## config.mk

```make
export PLATFORM = sky130hd
export DESIGN_NAME = mf3_median
export DESIGN_NICKNAME = d
export VERILOG_FILES = /design/src/hdl/mf3_pkg.sv /design/src/hdl/mf3_median.sv
export SDC_FILE = /design/constraint.sdc
export NUM_CORES = 1
export LEC_CHECK = 0
export BUFFER_PORTS_ARGS = -buffer_cell sky130_fd_sc_hd__buf_2
export CORE_MARGIN = 3
export CORE_UTILIZATION = 64
export CTS_CLUSTER_DIAMETER = 60
export DETAILED_ROUTE_END_ITERATION = 7
export GPL_ROUTABILITY_DRIVEN = 0
export HOLD_SLACK_MARGIN = 0.08
export PLACE_DENSITY = 0.87
export SYNTH_ARGS = -nofsm -noshare
export SYNTH_HDL_FRONTEND = slang
export SYNTH_SLANG_ARGS = --single-unit
```

## constraint.sdc

```tcl
create_clock -name clk -period 12.39 [get_ports clk]
set_input_delay 3.717 -clock clk [delete_from_list [all_inputs] [get_ports clk]]
set_output_delay 3.717 -clock clk [all_outputs]
set_load 0.005 [all_outputs]
```

## src/hdl/mf3_pkg.sv

```systemverilog
// Shared types, constants and compare helpers for the 3x3 median filter.
// No dependencies.
`timescale 1ns / 1ps

package mf3_pkg;

  localparam int PIX_W      = 8;
  localparam int POS_W      = 12;
  localparam int SIZE_W     = 13;
  localparam int CFG_IDX_W  = 4;
  localparam int LINE_W     = 2 * PIX_W;
  localparam int COUNT_LIMIT = 4096;
  localparam int RST_WIDTH  = 640;
  localparam int RST_HEIGHT = 480;
  localparam int MIN_SIZE   = 3;

  localparam logic [CFG_IDX_W-1:0] REG_IMAGE_WIDTH  = 4'd0;
  localparam logic [CFG_IDX_W-1:0] REG_IMAGE_HEIGHT = 4'd1;

  typedef logic [PIX_W-1:0] pix_t;
  typedef logic [POS_W-1:0] pos_t;
  typedef pix_t [2:0] col_t;

  typedef struct packed {
    pix_t p;
    pix_t mid;
    pos_t x;
    pos_t y;
    logic f_med;
    logic f_bord;
    logic f_echo;
  } side_t;

  // Last index (size - 1) after holding the size to MIN_SIZE .. limit.
  function automatic pos_t last_index(logic [SIZE_W-1:0] v, int limit);
    pos_t r;
    if (int'(v) < MIN_SIZE) begin
      r = POS_W'(MIN_SIZE - 1);
    end else if (int'(v) > limit) begin
      r = POS_W'(limit - 1);
    end else begin
      r = POS_W'(v - SIZE_W'(1));
    end
    return r;
  endfunction

  function automatic col_t sort3(col_t c);
    pix_t a;
    pix_t b;
    pix_t d;
    pix_t t;
    col_t r;
    a = c[0];
    b = c[1];
    d = c[2];
    if (a > b) begin
      t = a; a = b; b = t;
    end
    if (b > d) begin
      t = b; b = d; d = t;
    end
    if (a > b) begin
      t = a; a = b; b = t;
    end
    r[0] = a;
    r[1] = b;
    r[2] = d;
    return r;
  endfunction

  function automatic pix_t max3(pix_t a, pix_t b, pix_t c);
    pix_t m;
    m = (a > b) ? a : b;
    return (m > c) ? m : c;
  endfunction

  function automatic pix_t min3(pix_t a, pix_t b, pix_t c);
    pix_t m;
    m = (a < b) ? a : b;
    return (m < c) ? m : c;
  endfunction

  function automatic pix_t med3(pix_t a, pix_t b, pix_t c);
    col_t s;
    s = sort3({c, b, a});
    return s[1];
  endfunction

endpackage

```

## src/hdl/mf3_median.sv

```systemverilog
// Three-stage pipelined nine-input median with a carried item tag.
// Depends on mf3_pkg.
`timescale 1ns / 1ps

module mf3_median (
  input  logic              clk,
  input  logic              rst_n,
  input  logic              en,
  input  logic              v_in,
  input  mf3_pkg::side_t    tag_in,
  input  mf3_pkg::col_t [2:0] win_in,
  output logic              v_out,
  output mf3_pkg::side_t    tag_out,
  output mf3_pkg::pix_t     med_out
);

  logic                a_v_r;
  logic                b_v_r;
  logic                c_v_r;
  mf3_pkg::side_t      a_tag_r;
  mf3_pkg::side_t      b_tag_r;
  mf3_pkg::side_t      c_tag_r;
  mf3_pkg::col_t [2:0] a_sort_r;
  mf3_pkg::col_t       b_trio_r;
  mf3_pkg::pix_t       c_med_r;

  always_ff @(posedge clk) begin
    if (!rst_n) begin
      a_v_r <= 1'b0;
      b_v_r <= 1'b0;
      c_v_r <= 1'b0;
    end else if (en) begin
      a_v_r <= v_in;
      b_v_r <= a_v_r;
      c_v_r <= b_v_r;
    end
  end

  // sort each column, then max of lows / median of mids / min of highs
  always_ff @(posedge clk) begin
    if (en) begin
      a_tag_r     <= tag_in;
      for (int i = 0; i < 3; i++) begin
        a_sort_r[i] <= mf3_pkg::sort3(win_in[i]);
      end
      b_tag_r     <= a_tag_r;
      b_trio_r[0] <= mf3_pkg::max3(a_sort_r[0][0], a_sort_r[1][0], a_sort_r[2][0]);
      b_trio_r[1] <= mf3_pkg::med3(a_sort_r[0][1], a_sort_r[1][1], a_sort_r[2][1]);
      b_trio_r[2] <= mf3_pkg::min3(a_sort_r[0][2], a_sort_r[1][2], a_sort_r[2][2]);
      c_tag_r     <= b_tag_r;
      c_med_r     <= mf3_pkg::med3(b_trio_r[0], b_trio_r[1], b_trio_r[2]);
    end
  end

  assign v_out   = c_v_r;
  assign tag_out = c_tag_r;
  assign med_out = c_med_r;

endmodule

```

==> results of run 1 <==
[worst max path at each step]
| stage | startpoint | to | slack [ns] | cells past startpoint |
|---|---|---|---|---|
| 3_3_place_gp | win_in[33] | a_sort_r[34] | 3.12 | 23 |
| 5_1_grt | win_in[33] | a_sort_r[35] | 2.90 | 23 |
| 4_1_cts | win_in[57] | a_sort_r[49] | 3.48 | 21 |
| 3_5_place_dp | win_in[33] | a_sort_r[39] | 3.00 | 23 |
| 6_report | win_in[57] | a_sort_r[52] | 3.27 | 22 |
| 2_1_floorplan | win_in[33] | a_sort_r[32] | 4.01 | 24 |
[per-layer routing]
| metal | vias up | routed length [um] | global-route usage (%) |
|---|---|---|---|
| met3 | 112 | 2640 | 4.94 |
| met2 | 536 | 16600 | 47.9 |
| met5 | - | 0 | 0 |
| met1 | 4857 | 12800 | 36.9 |
| met4 | 0 | 1620 | 12.4 |
| li1 | 4746 | - | - |
[cell usage in the layout (no fill, tap or decap), types with 17 or more instances in the layout]
cell | netlist | layout
nor2_1 | 81 | 81
edfxtp_1 | 233 | 233
ha_1 | 150 | 150
mux2i_1 | 74 | 74
nand2_1 | 81 | 81
buf_2 | 12 | 169
o22ai_1 | 27 | 26
o21ai_0 | 59 | 59
mux2_2 | 52 | 52
nand3_1 | 17 | 17
inv_1 | 135 | 135
clkbuf_16 | 0 | 25
a21oi_1 | 81 | 81
a21o_1 | 23 | 23
[cell families after synthesis]
group	synth area share (%)
AOI/OAI and AO/OA	12.5
muxes	9.68
buffers and inverters	4.55
adders and majority gates	13.7
and+or+nand+nor	8.00
DFF	51.5
[per-stage QoR]
stage	total power, mW	worst slack [ns]	hold slack (ns)	std cells	util, %
CTS	4.15	3.48	0.419	1639	75.7
finish	4.21	3.27	0.417	1641	75.8
detailed placement	3.39	3.00	0.405	1596	71.9
floorplan	2.77	4.01	0.400	1177	-
global route	4.48	2.90	0.423	1641	75.8
global placement	3.25	3.12	0.400	1596	71.9
[Yosys cell counts (5+ instances only)]
master	n	area share (%)
nand3_1	17	0.62
o32ai_1	8	0.51
a211oi_1	6	0.33
and3_1	9	0.41
clkbuf_1	11	0.30
a21o_1	23	1.3
nor2b_1	13	0.59
a21oi_1	81	3.0
o211ai_1	9	0.49
nand4_1	15	0.69
o22ai_1	27	1.2
nor2_1	81	2.2
edfxtp_1	233	51
nand2_1	81	2.2
mux2_2	52	4.3
nand2b_1	5	0.23
o221a_2	8	0.66
o21ai_0	59	2.2
inv_1	135	3.7
mux2i_1	74	5.4
a222oi_1	8	0.58
ha_1	150	14
buf_2	12	0.44
[flip-flops by register name, summed over array words and instances, names as in the netlist]
signal,count
a_sort_r,72
b_v_r,1
a_tag_r,43
a_v_r,1
v_out,1
med_out,8
b_trio_r,24
tag_out,43
b_tag_r,43
[where the power goes]
group / internal, mW / total (mW) / switching, mW
registers: 1.14 / 1.25 / 0.104
clock network: 0.433 / 0.732 / 0.299
logic: 0.884 / 2.23 / 1.35
total: 2.46 / 4.21 / 1.75
[critical path: cells and delay by family]
family | cells | cell delay [ns]
muxes | 2 | 0.59
AOI/OAI and AO/OA | 11 | 3.51
and+or+nand+nor | 3 | 0.36
buffers and inverters | 3 | 0.49
adders and majority gates | 3 | 0.65
[layout make-up]
type	instances	area, um^2
sequential	236	7060
multi-input combinational	780	6030
fill	1287	5000
timing repair buffer	175	898
clock buffer	30	644
inverter	135	507
tap	270	338
clock inverter	13	150
antenna	2	5.00
==> flow_metrics.tcl, run 1 <==
set metrics [dict create \
    drv_cap 0 \
    synth_area_um2 13700 \
    slew_violations 0 \
    die_w_um 152 \
    grt_use_total_pct 28.6 \
    row_count 52 \
    vias 10300 \
    yosysUniqueCellTypes 57 \
    fin_worst_skew_ns 0.0175 \
    synth_edf_count 233 \
    io_pins 171 \
    grt_pass1_wl_um 53500 \
    ys_seq_elements 236 \
    min_path_cells 0 \
    power_density_nw_per_um2 269 \
    async_flop_share_pct 0 \
    r2r_setup_slack_ns 5.51 \
    cts_setup_buffers 0 \
    fin_nets 1622 \
    cts_root_buffer "clkbuf_16" \
    start_util_pct 66.4 \
    critPathCaptureType "register" \
    fin_area_um2 15600 \
    cp.arrival_ns 9.33 \
    firstDrtPassIters 6 \
    cts_buffer_depth 3 \
    clk_pin_slew_ns 0.06 \
    start_kind "primary input" \
    maxSlewHeadroom_pct 20.0 \
    final.min_clock_period_ns 9.12 \
    h-tree-depth 1 \
    grt.overflow.total 0 \
    yosysWarnings 0 \
    holdCritStartpoint "b_tag_r[31]" \
    max_slew.worst_pin.slew_ns 1.20 \
    critPathMaxStageDelay_ns 0.89 \
    p_leak_nw 7.03 \
    ys.flop_type "edfxtp_1" \
    postRouteAntennaNets 0 \
    status "finished, final reports clean" \
    cts_tree "done" \
    path_common_cell "ha_1" \
    cts.sinks 236 \
    antenna_found_initial 2 \
    wl_um 33700 \
    hold_viol_final 0 \
    worstSetupPathType "primary input to register" \
    wire_per_inst_um 20.5 \
    syn2layout_area_growth_pct 14.1 \
    cts_resized 0 \
    drc_errors 0 \
    portBuffers 170 \
    insertion_delay_ns 0.53 \
    syn_inst 1177 \
    drt_iter0_drc 984 \
    cts_made_buffers 25 \
    period_share_pct 73.6 \
    core-area_um2 20600 \
    ir_drop_v 0.000195 \
    setup_viol 0 \
    drive_above_1_share_pct 21.3 \
    syn_nets 1446 \
    required_ns 12.60 \
    hold_buffers 0 \
    r2r-start "a_sort_r[9]" \
    max_freq_mhz 110 \
    die_y_um 152 \
    yosysSeqAreaShare_pct 51.5 \
    hp-class "register to register" \
    placed_cell_area_um2 14800 \
    tns_ns 0 \
    dp_hpwl_um 25200 \
    slowest_stage "a21oi_2" \
    first_global_vias 10100 \
    syn_avg_cell_area_um2 11.6 \
    holdPathEnd "tag_out[31]" \
    grt_setup_unrepaired "no" \
    path_max_fanout 16 \
    grt_start_max_net_pins 110 \
    via_per_inst 6.25 \
    die_area_um2 23200 \
    r2r_cells 20 \
    worstPathCellList "buf_2 -> inv_1 -> ha_1 -> nor2b_1 -> o211a_1 -> o21ai_1 -> o22ai_1 -> a21oi_1 -> ha_1 -> nand3_1 -> o22ai_1 -> o21bai_1 -> a22oi_1 -> buf_4 -> mux2i_1 -> ha_1 -> nor2b_1 -> o21ai_0 -> a21oi_1 -> o21bai_1 -> a21oi_2 -> mux2i_1" \
    rr_endpoint "b_trio_r[15]" \
]
(Power assumes the default switching activity.)
==> run 2: changes to the inputs <==
--- a/config.mk
+++ b/config.mk
@@ -7,12 +7,12 @@
 export LEC_CHECK = 0
 export BUFFER_PORTS_ARGS = -buffer_cell sky130_fd_sc_hd__buf_2
 export CORE_MARGIN = 3
-export CORE_UTILIZATION = 64
+export CORE_UTILIZATION = 53
 export CTS_CLUSTER_DIAMETER = 60
 export DETAILED_ROUTE_END_ITERATION = 7
 export GPL_ROUTABILITY_DRIVEN = 0
 export HOLD_SLACK_MARGIN = 0.08
-export PLACE_DENSITY = 0.87
+export PLACE_DENSITY = 0.77
 export SYNTH_ARGS = -nofsm -noshare
 export SYNTH_HDL_FRONTEND = slang
 export SYNTH_SLANG_ARGS = --single-unit
==> constraint.sdc (replaced) <==
create_clock -name clk -period 7.5 [get_ports clk]
set_input_delay 2.25 -clock clk [delete_from_list [all_inputs] [get_ports clk]]
set_output_delay 2.25 -clock clk [all_outputs]
set_load 0.005 [all_outputs]
==> run 2 against run 1 <==
Net effect:
- cell area is 1.5% higher
- clock skew is 0.015 ns higher
- global-route usage is 6.2 points lower
- wire length is 4.6% lower
- clock power is 72% higher
- critical endpoint is now a_sort_r[51]
- sequential share of layout area is 0.68 points lower
- power is 64% higher
- utilization is 13 points lower
- critical path depth is 2 lower
==> flow_metrics.tcl, run 2 (same netlist as run 1, synthesis figures left out) <==
set metrics [dict create \
    cts_resized 0 \
    die_y_um 167 \
    grt_use_total_pct 22.4 \
    top_register "a_sort_r" \
    fin_worst_skew_ns 0.0322 \
    dp_hpwl_um 24400 \
    cts_made_buffers 25 \
    clkPwrFrac_pct 18.2 \
    period_share_pct 94.1 \
    drv_cap 0 \
    cts_tree "done" \
    io_pins 171 \
    start_util_pct 54.2 \
    grt_pass1_wl_um 50500 \
    postRouteAntennaNets 0 \
    largest_reg_flops 72 \
    tns_ns 0 \
    r2r-start "b_trio_r[1]" \
    worstPathBufferInverterCount 3 \
    final.min_clock_period_ns 7.06 \
    portBuffers 170 \
    cts_buffer_depth 3 \
    start_kind "primary input" \
    ir_drop_v 0.000572 \
    syn2layout_area_growth_pct 15.8 \
    finish.utilization_pct 62.8 \
    cp.arrival_ns 7.24 \
    switching_share_pct 40.5 \
    setup_viol 0 \
    drive_above_1_share_pct 22.1 \
    first_global_vias 9630 \
    worstSetupPathType "primary input to register" \
    power_density_nw_per_um2 435 \
    path_max_fanout 16 \
    switchingPower_mw 2.79 \
    pwr-share-comb_pct 52.2 \
    die_w_um 167 \
    grt_start_max_net_pins 117 \
    setup_slack_ns 0.445 \
    fin_nets 1636 \
    p_int_mw 4.11 \
    final_cell_mix "edfxtp_1 (233), buf_2 (169), ha_1 (150)" \
    startpoint "win_in[63]" \
    hold_viol_final 0 \
    cts.sinks 236 \
    required_ns 7.68 \
    maxSlewHeadroom_pct 19.8 \
    top_layer_used "met4" \
    wl_um 32200 \
    insertion_delay_ns 0.53 \
    cts_root_buffer "clkbuf_16" \
    wl_met2_um 16200 \
    dp_slack_ns 0.192 \
    critPathTopFamily "compound AO/OA/AOI/OAI gates" \
    drt_iter0_drc 827 \
    h-tree-depth 1 \
    status "finished, final reports clean" \
    via_per_inst 5.76 \
    vias 9882 \
    clk_pin_slew_ns 0.06 \
    critPathMaxStageDelay_ns 0.91 \
    grt_setup_unrepaired "no" \
    die_area_um2 27800 \
    hp-class "register to register" \
    final_common_cell "edfxtp_1" \
    grt.overflow.total 0 \
    wire_per_inst_um 18.7 \
    cts_setup_buffers 0 \
    critPathCaptureType "register" \
    core-area_um2 25300 \
    path_common_cell "ha_1" \
    firstDrtPassIters 5 \
    max_freq_mhz 142 \
    worstPathCellList "buf_2 -> inv_1 -> ha_1 -> nand2_1 -> o21ai_2 -> nand2_2 -> o32ai_1 -> a21oi_1 -> ha_1 -> nand3_1 -> o22ai_1 -> o21bai_1 -> a22oi_1 -> buf_4 -> mux2i_1 -> ha_1 -> a21o_1 -> a21oi_1 -> a21oi_2 -> mux2i_1" \
    drc_errors 0 \
    row_count 58 \
    holdCritStartpoint "b_tag_r[26]" \
    p_seq_share_pct 29.6 \
    max_slew.worst_pin.slew_ns 1.20 \
    slew_violations 0 \
    wl_met1_um 13200 \
    p_leak_nw 7.11 \
    slowest_stage "a21oi_2" \
    total_power_mw 6.90 \
    wl_met3_um 1770 \
    antenna_found_initial 2 \
    hold_buffers 0 \
]
[run 2: cell count changes in the layout (fill, tap and decap cells not counted), sizes merged]
cell / change
clkinv: -2
buf: +14
inv: -1
bufinv: +1
clkinvlp: +3
[run 2: cell type report]
type | instances | area, um^2
timing repair buffer | 189 | 1020
sequential | 236 | 7060
tap | 330 | 413
clock inverter | 14 | 198
multi-input combinational | 780 | 6030
antenna | 2 | 5.00
clock buffer | 30 | 644
inverter | 135 | 507
fill | 1972 | 9390
[run 2: power groups by stage]
stage / registers (mW) / logic [mW] / clock network [mW]
6_report: 2.04 / 3.60 / 1.26
5_1_grt: 2.07 / 3.99 / 1.33
4_1_cts: 2.04 / 3.54 / 1.27
3_5_place_dp: 2.07 / 3.47 / 0
3_3_place_gp: 2.05 / 3.34 / 0
2_1_floorplan: 2.00 / 2.58 / 0
[run 2: worst reg2reg max path, stage by stage, from the launching register on]
cell	delay [ns]
edfxtp_1	0.43
ha_1	0.33
nor2b_1	0.13
o211ai_1	0.15
a21oi_1	0.10
o21bai_2	0.92
o21ai_0	0.44
ha_1	0.46
and3_1	0.24
o31ai_1	0.09
a22oi_1	0.14
buf_4	0.24
mux2i_1	0.23
ha_1	0.28
a21o_1	0.19
a211oi_1	0.22
nand3_1	0.09
o211ai_1	0.20
nand2b_1	0.15
mux2i_1	0.74
a222oi_1	0.27
[run 2: worst paths after layout]
path                        to  slack, ns  cells after the start
setup / recovery  a_sort_r[51]       0.44                     20
hold / removal     tag_out[26]       0.41                      0
setup reg to reg    med_out[7]       1.11                     20
hold reg to reg    tag_out[26]       0.41                      0
[run 2: routing by layer]
layer / vias to the layer above / global-route usage (%)
met4: 0 / 7.35
met3: 70 / 2.59
met1: 4695 / 28.8
li1: 4772 / -
met5: - / 0
met2: 345 / 39.7
[run 2: per-stage QoR]
stage	hold WS [ns]	area (um^2)	instances
6_report	0.415	15900	1716
5_1_grt	0.423	15900	1716
4_1_cts	0.419	15900	1714
3_5_place_dp	0.405	15000	1670
3_3_place_gp	0.400	15000	1670
2_1_floorplan	0.400	13700	1177
