--- src/hdl/mf3_pkg.sv ---
// Shared types, constants and compare helpers for the 3x3 median filter.
// No dependencies.
`timescale 1ns / 1ps

package mf3_pkg;

  localparam int PIX_W      = 8;
  localparam int POS_W      = 12;
  localparam int SIZE_W     = 13;
  localparam int CFG_IDX_W  = 4;
  localparam int LINE_W     = 2 * PIX_W;
  localparam int COUNT_LIMIT = 4096;
  localparam int RST_WIDTH  = 640;
  localparam int RST_HEIGHT = 480;
  localparam int MIN_SIZE   = 3;

  localparam logic [CFG_IDX_W-1:0] REG_IMAGE_WIDTH  = 4'd0;
  localparam logic [CFG_IDX_W-1:0] REG_IMAGE_HEIGHT = 4'd1;

  typedef logic [PIX_W-1:0] pix_t;
  typedef logic [POS_W-1:0] pos_t;
  typedef pix_t [2:0] col_t;

  typedef struct packed {
    pix_t p;
    pix_t mid;
    pos_t x;
    pos_t y;
    logic f_med;
    logic f_bord;
    logic f_echo;
  } side_t;

  // Last index (size - 1) after holding the size to MIN_SIZE .. limit.
  function automatic pos_t last_index(logic [SIZE_W-1:0] v, int limit);
    pos_t r;
    if (int'(v) < MIN_SIZE) begin
      r = POS_W'(MIN_SIZE - 1);
    end else if (int'(v) > limit) begin
      r = POS_W'(limit - 1);
    end else begin
      r = POS_W'(v - SIZE_W'(1));
    end
    return r;
  endfunction

  function automatic col_t sort3(col_t c);
    pix_t a;
    pix_t b;
    pix_t d;
    pix_t t;
    col_t r;
    a = c[0];
    b = c[1];
    d = c[2];
    if (a > b) begin
      t = a; a = b; b = t;
    end
    if (b > d) begin
      t = b; b = d; d = t;
    end
    if (a > b) begin
      t = a; a = b; b = t;
    end
    r[0] = a;
    r[1] = b;
    r[2] = d;
    return r;
  endfunction

  function automatic pix_t max3(pix_t a, pix_t b, pix_t c);
    pix_t m;
    m = (a > b) ? a : b;
    return (m > c) ? m : c;
  endfunction

  function automatic pix_t min3(pix_t a, pix_t b, pix_t c);
    pix_t m;
    m = (a < b) ? a : b;
    return (m < c) ? m : c;
  endfunction

  function automatic pix_t med3(pix_t a, pix_t b, pix_t c);
    col_t s;
    s = sort3({c, b, a});
    return s[1];
  endfunction

endpackage

--- src/hdl/mf3_serial.sv ---
// Output serializer: spreads the zero to three results of one pixel over
// successive result transfers behind a registered output. Depends on mf3_pkg.
`timescale 1ns / 1ps

module mf3_serial (
  input  logic                clk,
  input  logic                rst_n,
  input  logic                item_valid,
  input  mf3_pkg::side_t      item_tag,
  input  mf3_pkg::pix_t       item_med,
  output logic                take,
  input  logic                out_ready,
  output logic                out_valid,
  output mf3_pkg::pix_t       pixel_out,
  output mf3_pkg::pos_t       out_col,
  output mf3_pkg::pos_t       out_row,
  output logic                run_last
);

  // pending results: [2] median, [1] border pixel, [0] echo
  logic [2:0]     pend_r;
  logic [2:0]     rest;
  logic           out_valid_r;
  logic           load_ok;
  logic           emit;
  mf3_pkg::side_t hold_r;
  mf3_pkg::pix_t  hold_med_r;
  mf3_pkg::pix_t  sel_pix;
  mf3_pkg::pos_t  sel_col;
  mf3_pkg::pos_t  sel_row;
  mf3_pkg::pix_t  pixel_out_r;
  mf3_pkg::pos_t  out_col_r;
  mf3_pkg::pos_t  out_row_r;
  logic           run_last_r;

  always_comb begin
    load_ok = !out_valid_r || out_ready;
    emit    = load_ok && (pend_r != 3'b000);
    rest    = pend_r;
    if (pend_r[2]) begin
      sel_pix = hold_med_r;
      sel_col = hold_r.x - mf3_pkg::POS_W'(1);
      sel_row = hold_r.y - mf3_pkg::POS_W'(1);
      rest[2] = 1'b0;
    end else if (pend_r[1]) begin
      sel_pix = hold_r.mid;
      sel_col = hold_r.x;
      sel_row = hold_r.y - mf3_pkg::POS_W'(1);
      rest[1] = 1'b0;
    end else begin
      sel_pix = hold_r.p;
      sel_col = hold_r.x;
      sel_row = hold_r.y;
      rest[0] = 1'b0;
    end
    take = (pend_r == 3'b000) || (emit && (rest == 3'b000));
  end

  always_ff @(posedge clk) begin
    if (!rst_n) begin
      pend_r      <= 3'b000;
      out_valid_r <= 1'b0;
    end else begin
      if (take) begin
        pend_r <= item_valid ? {item_tag.f_med, item_tag.f_bord, item_tag.f_echo} : 3'b000;
      end else if (emit) begin
        pend_r <= rest;
      end
      if (emit) begin
        out_valid_r <= 1'b1;
      end else if (out_ready) begin
        out_valid_r <= 1'b0;
      end
    end
  end

  always_ff @(posedge clk) begin
    if (take && item_valid) begin
      hold_r     <= item_tag;
      hold_med_r <= item_med;
    end
    if (emit) begin
      pixel_out_r <= sel_pix;
      out_col_r   <= sel_col;
      out_row_r   <= sel_row;
      run_last_r  <= (rest == 3'b000);
    end
  end

  assign out_valid = out_valid_r;
  assign pixel_out = pixel_out_r;
  assign out_col   = out_col_r;
  assign out_row   = out_row_r;
  assign run_last  = run_last_r;

endmodule

--- config.mk ---
export PLATFORM = sky130hd
export DESIGN_NAME = mf3_serial
export DESIGN_NICKNAME = d
export VERILOG_FILES = /design/src/hdl/mf3_pkg.sv /design/src/hdl/mf3_serial.sv
export SDC_FILE = /design/constraint.sdc
export NUM_CORES = 1
export LEC_CHECK = 0
export ABC_AREA = 1
export BUFFER_PORTS_ARGS = -buffer_cell sky130_fd_sc_hd__buf_2
export CAP_MARGIN = 20
export CELL_PAD_IN_SITES_DETAIL_PLACEMENT = 1
export CELL_PAD_IN_SITES_GLOBAL_PLACEMENT = 1
export CORE_MARGIN = 2
export CORE_UTILIZATION = 37
export CTS_CLUSTER_DIAMETER = 30
export CTS_CLUSTER_SIZE = 16
export DETAILED_ROUTE_END_ITERATION = 10
export GPL_TIMING_DRIVEN = 1
export PLACE_DENSITY_LB_ADDON = 0.1
export SYNTH_ARGS = -nofsm -noshare
export SYNTH_HDL_FRONTEND = slang
export SYNTH_SLANG_ARGS = --single-unit
--- constraint.sdc ---
create_clock -name clk -period 2.68 [get_ports clk]
set_input_delay 0.134 -clock clk [delete_from_list [all_inputs] [get_ports clk]]
set_output_delay 0.134 -clock clk [all_outputs]
set_load 0.02 [all_outputs]
==> flow_summary.json, run 1 <==
{
  "hold-path-endpoint": "out_valid$_SDFFE_PN0P_",
  "vias_per_cell": 4.53,
  "fp.dieArea_sq_mm": 0.00983,
  "fin_worst_skew_ps": 9.33,
  "drtAntennaViolNets": 0,
  "fin_crit_sh": 0.677,
  "hold_buffers": 48,
  "num_rows": 34,
  "wirelength_mm": 7.30,
  "drt-wirelength-per-cell_microns": 14.6,
  "hold_worst_slack_ps": 23.0,
  "crit_path_start_kind": "flip-flop",
  "final.fill_count": 943,
  "cts_made_buffers": 9,
  "first_pass_iters": 4,
  "routabilityCongestion": 0.739,
  "number_of_h_tree_levels": 3,
  "ctsRootBufferMaster": "clkbuf_8",
  "area_growth_syn_to_layout_pct": 37.5,
  "maxCapViolations": 0,
  "r2r.worst_path.cells": 3,
  "cts-root-to-sink-buffers": 2,
  "setup_viol_count_final": 0,
  "totalPowerFinal_uw": 2850,
  "clock_sink_count": 85,
  "r2r_start": "pend_r[1]$_SDFFE_PN0P_",
  "fmaxAchievable_mhz": 551,
  "rsz0062_at_grt": "no",
  "grt_use_met2": 0.295,
  "synth_seq_area_share": 0.750,
  "grt_remaining_overflow": 0,
  "io_buffer_count": 89,
  "finish.net_count": 443,
  "drv_slew": 0,
  "clk-insertion-delay-late_ps": 350,
  "synth.lib_cells_used.distinct": 26,
  "synth_seq_cells": 85,
  "layout.core_utilization": 0.526,
  "grt_antenna_before_repair": 0,
  "grt_start_max_net_pins": 30,
  "wire_length_of_the_first_global_routing_pass_mm": 11.9,
  "syn_area_sq_mm": 0.00335,
  "initial_utilization": 0.382,
  "synth_fp_nets": 294,
  "floorplan.die.height_microns": 99.1,
  "relSlewSlack": 0.604,
  "die_width_microns": 99.1,
  "grt_use_met1": 0.180,
  "worst_r2r_endpoint": "out_row[9]$_DFFE_PP_",
  "power_density_mw_per_mm2": 618,
  "holdPathStages": 3,
  "worstHoldPathType": "in -> reg",
  "critPathKind": "reg -> out",
  "ioPinCount": 90,
  "run_status": "finished clean",
  "synth_cells": 237,
  "drc_violations_left": 0,
  "period_needed_ps": 1810,
  "peakVddDrop_uv": 330,
  "hp-start": "rst_n",
  "post_cts.repair.setup_buffers": 0,
  "yosys_warnings": 0,
  "regToRegSetupSlack_ps": 880,
  "max_slew.worst_pin.slew_ps": 593,
  "timing.critical_path.arrival_ps": 1680,
  "first_iter_violations": 72,
  "final-hold-violation-count": 0,
  "cts.clk_slew.worst_paths_ps": 80,
  "timing.critical_path.to_type": "primary output",
  "grt_pass1_vias": 2406,
  "cp.required_ps": 2550,
  "synth.avg_cell_area_sq_um": 14.1,
  "antenna-diode-count": 0,
  "cts_resized": 0,
  "final_setup_tns_ps": 0,
  "routed-via-count": 2261,
  "drive_gt1_frac": 0.309,
  "highest_utilization_routing_layer_at_the_global_route_stage": "met2",
  "global_route.usage.total": 0.160,
  "clock_tree_from_tritoncts": "built",
  "critical_path_peak_fanout": 11,
  "grt_use_met3": 0.0351,
  "placeableCoreArea_sq_mm": 0.00876,
  "cellLeakagePower_uw": 0.00190,
  "dp_hpwl_mm": 4.91
}
## metal layers
metal  up-vias  routed length, microns
met3         9                     341
li1       1108                       -
met4         0                     114
met5         -                       0
met2        66                    3940
met1      1078                    2900
## logic make-up (layout without fill, tap and decap cells)
| group | after synthesis | in the layout | share of synthesized area |
|---|---|---|---|
| buffers and inverters | 31 | 185 | 0.0396 |
| AND/OR/NAND/NOR | 74 | 74 | 0.112 |
| flip-flops | 85 | 85 | 0.750 |
| XOR/XNOR | 21 | 21 | 0.0549 |
| AO/OA/AOI/OAI | 24 | 24 | 0.0359 |
| adder cells (fa/ha/maj) | 2 | 2 | 0.00747 |
## where the power goes
group	switching [uW]	internal, uW
logic	210	150
registers	45.9	1590
clock network	432	426
## cells in the final DEF, fill, tap and decap left out
master          n
clkbuf_8        9
nor2_2          2
inv_1          25
buf_4           4
clkbuf_1        2
nor2_8          1
clkinvlp_4      1
o21ai_0         4
dlygate4sd3_1  48
ha_1            2
xor2_1         16
nand3_1         6
inv_2           2
a21oi_4         1
nor2_4          2
nand2_2         3
nand2_4         1
nor3_4          1
nand4_1         3
nor2_1         23
nand3b_1        1
nor3_2          1
a21oi_1        19
edfxtp_1       81
nor3_1          2
clkinv_1        2
bufinv_16       1
clkinv_2        2
dfxtp_1         4
nand3_2         1
nand2_1        27
buf_2          89
xnor2_1         5
## flip-flops by register name (all words and copies together) (netlist names)
| signal | flops |
|---|---|
| hold_r | 40 |
| pixel_out | 8 |
| run_last | 1 |
| pend_r | 3 |
| out_col | 12 |
| hold_med_r | 8 |
| out_valid | 1 |
| out_row | 12 |
## layout make-up
class,count,area (sq um),share of cell area
flip-flops and latches,85,2510,0.545
repair buffers,141,956,0.207
multi-input cells,121,716,0.155
well taps,108,135,0.0293
clock buffers,11,131,0.0285
inverters,28,105,0.0228
clock inverters,5,51.3,0.0111
## how the worst max path moves through the flow
| stage | start | endpoint | slack (ps) | cells past startpoint |
|---|---|---|---|---|
| final | pend_r[1]$_SDFFE_PN0P_ | take | 870 | 6 |
| after global routing | pend_r[1]$_SDFFE_PN0P_ | pend_r[1]$_SDFFE_PN0P_ | 690 | 8 |
| after CTS | pend_r[1]$_SDFFE_PN0P_ | pend_r[1]$_SDFFE_PN0P_ | 830 | 8 |
| after detailed placement | pend_r[1]$_SDFFE_PN0P_ | pend_r[1]$_SDFFE_PN0P_ | 870 | 8 |
| after global placement | pend_r[1]$_SDFFE_PN0P_ | hold_r[13]$_DFFE_PP_ | 950 | 6 |
| after floorplan | pend_r[2]$_SDFFE_PN0P_ | out_col[0]$_DFFE_PP_ | 100 | 3 |
## worst max-delay path, cell delays in order, from the launching register on
cell,delay (ps)
dfxtp_1,710
nor2_8,100
nor2_2,190
nor2_4,60
nand2_2,90
inv_1,50
buf_2,150
## per-stage QoR
stage | cell area (sq um) | worst slack (ps) | cells
6_report | 4610 | 865 | 499
5_1_grt | 4610 | 688 | 499
4_1_cts | 4610 | 832 | 499
3_5_place_dp | 3940 | 871 | 435
3_3_place_gp | 3940 | 948 | 435
2_1_floorplan | 3350 | 98.5 | 237
## cell usage after synthesis, drive strengths merged
cell    instances  share of area
a21oi          20          0.030
buf             3         0.0082
clkinv          1         0.0011
dfxtp           4          0.024
edfxtp         81           0.73
ha              2         0.0075
inv            27          0.030
nand2          31          0.039
nand3           7          0.012
nand3b          1         0.0022
nand4           3         0.0056
nor2           28          0.042
nor3            4          0.011
o21ai           4         0.0060
xnor2           5          0.013
xor2           16          0.042
Note: power is estimated with default switching activity, not from simulation.
==> inputs of run 2 (changes only) <==
--- a/config.mk
+++ b/config.mk
@@ -11,7 +11,7 @@
 export CELL_PAD_IN_SITES_DETAIL_PLACEMENT = 1
 export CELL_PAD_IN_SITES_GLOBAL_PLACEMENT = 1
 export CORE_MARGIN = 2
-export CORE_UTILIZATION = 37
+export CORE_UTILIZATION = 38
 export CTS_CLUSTER_DIAMETER = 30
 export CTS_CLUSTER_SIZE = 16
 export DETAILED_ROUTE_END_ITERATION = 10
==> constraint.sdc (replaced) <==
create_clock -name clk -period 1.9 [get_ports clk]
set_input_delay 0.095 -clock clk [delete_from_list [all_inputs] [get_ports clk]]
set_output_delay 0.095 -clock clk [all_outputs]
set_load 0.02 [all_outputs]
==> flow_summary.json, run 2 (synthesis results as in run 1) <==
{
  "hp-start": "item_tag[1]",
  "cellLeakagePower_uw": 0.00194,
  "fin_ws_ps": 252,
  "totalPowerFinal_uw": 4150,
  "finish.net_count": 446,
  "clock_sink_count": 85,
  "critPathLaunch": "out_valid$_SDFFE_PN0P_",
  "power_density_mw_per_mm2": 884,
  "grt_pass1_vias": 2388,
  "ctsRootBufferMaster": "clkbuf_8",
  "wire_length_of_the_first_global_routing_pass_mm": 11.2,
  "ioPinCount": 90,
  "timing.critical_path.to_type": "primary output",
  "p_switching_uw": 962,
  "grt_start_max_net_pins": 31,
  "peakVddDrop_uv": 420,
  "r2r_start": "hold_r[3]$_DFFE_PP_",
  "relSlewSlack": 0.681,
  "vias_per_cell": 4.52,
  "cts_resized": 0,
  "post_cts.repair.setup_buffers": 0,
  "worstHoldPathType": "in -> reg",
  "cp.required_ps": 1800,
  "number_of_h_tree_levels": 3,
  "largest_register_ffs": 40,
  "dp_hpwl_mm": 4.64,
  "fin_crit_sh": 0.867,
  "layout_common_cells": "buf_2, edfxtp_1, dlygate4sd3_1",
  "fp.dieArea_sq_mm": 0.00958,
  "placeableCoreArea_sq_mm": 0.00864,
  "num_rows": 34,
  "routabilityCongestion": 0.742,
  "crit_path_start_kind": "flip-flop",
  "run_status": "finished clean",
  "wirelength_mm": 6.81,
  "critPathKind": "reg -> out",
  "power_switching_share": 0.232,
  "period_needed_ps": 1650,
  "cts-root-to-sink-buffers": 2,
  "final-hold-violation-count": 0,
  "first_pass_iters": 4,
  "fin_worst_skew_ps": 6.91,
  "first_iter_violations": 79,
  "clk-insertion-delay-late_ps": 340,
  "global_route.usage.total": 0.151,
  "drive_gt1_frac": 0.318,
  "sequentialPowerShare": 0.554,
  "drc_violations_left": 0,
  "area_growth_syn_to_layout_pct": 40.2,
  "drtAntennaViolNets": 0,
  "final.fill_count": 901,
  "registers.top_by_ff_count": "hold_r",
  "fmaxAchievable_mhz": 607,
  "cp_slowest_stage_delay_ps": 370,
  "routed-via-count": 2265,
  "clock_tree_from_tritoncts": "built",
  "maxCapViolations": 0,
  "grt_antenna_before_repair": 0,
  "layout_commonest_cell": "buf_2",
  "cts_made_buffers": 9,
  "setup_viol_count_final": 0,
  "preCtsSetupSlack_ps": 264,
  "io_buffer_count": 89,
  "timing.critical_path.arrival_ps": 1550,
  "cpMaxStageDelayCell": "nor2_1",
  "cell_breakdown_of_the_critical_path": "inv_1 -> nor2_1 -> nand2_2 -> nand2_2 -> inv_1 -> buf_2",
  "initial_utilization": 0.388,
  "antenna-diode-count": 0,
  "combPwrFrac": 0.126,
  "floorplan.die.height_microns": 97.9,
  "drv_slew": 0,
  "clkPwrFrac": 0.320,
  "cts.clk_slew.worst_paths_ps": 80,
  "drt-wirelength-per-cell_microns": 13.6,
  "p_int_uw": 3190,
  "rsz0062_at_grt": "no",
  "die_width_microns": 97.9,
  "critical_path_peak_fanout": 5,
  "max_slew.worst_pin.slew_ps": 477,
  "grt_remaining_overflow": 0
}
==> run 2: critical path: cells and delay by family, from the launching register on <==
family	cells	cell delay, ps
AND/OR/NAND/NOR	3	650
flip-flops	1	330
buffers and inverters	3	230
==> run 2: path summary, 6_finish.rpt <==
check | endpoint | slack, ps | cells after the start
setup / recovery | take | 250 | 6
hold / removal | pend_r[1]$_SDFFE_PN0P_ | 30 | 3
setup reg to reg | out_row[10]$_DFFE_PP_ | 260 | 8
hold reg to reg | pend_r[0]$_SDFFE_PN0P_ | 480 | 2
==> run 2: final cells by class <==
cell class | count | area, sq um | area share
flip-flops and latches | 85 | 2510 | 0.535
repair buffers | 144 | 1020 | 0.217
multi-input cells | 121 | 718 | 0.153
well taps | 108 | 135 | 0.0288
clock buffers | 9 | 124 | 0.0264
inverters | 28 | 105 | 0.0224
clock inverters | 6 | 78.8 | 0.0168
==> run 2: stage by stage <==
| stage | util | instance area, sq um | setup TNS, ps | hold WS [ps] | instances |
|---|---|---|---|---|---|
| after global routing | 0.544 | 4700 | 0 | 23.8 | 501 |
| final | 0.544 | 4700 | 0 | 26.6 | 501 |
| after CTS | 0.544 | 4700 | 0 | 12.8 | 501 |
| after floorplan | - | 3360 | -2190 | 194 | 237 |
| after global placement | 0.462 | 3990 | 0 | 271 | 436 |
| after detailed placement | 0.462 | 3990 | 0 | 274 | 436 |
==> run 2: power by group through the flow <==
stage                     registers, uW  logic, uW  clock network [uW]
after detailed placement           2340        453                   0
after global placement             2340        442                   0
final                              2300        522                1330
after CTS                          2300        531                1360
after floorplan                    2420        170                   0
after global routing               2320        577                1440
==> run 2: per-layer routing <==
metal,vias to the layer above,track usage,share of wire
met5,-,0,0
met4,0,0.0641,0.015
met3,10,0.0322,0.046
met2,62,0.265,0.53
met1,1079,0.179,0.41
li1,1114,-,-
==> run 2: what timing repair did <==
| item | in CTS | in global routing |
|---|---|---|
| hold buffers | 50 | 0 |
| endpoints found under the hold margin | 50 | 0 |
| endpoints found under the setup margin | 0 | 0 |
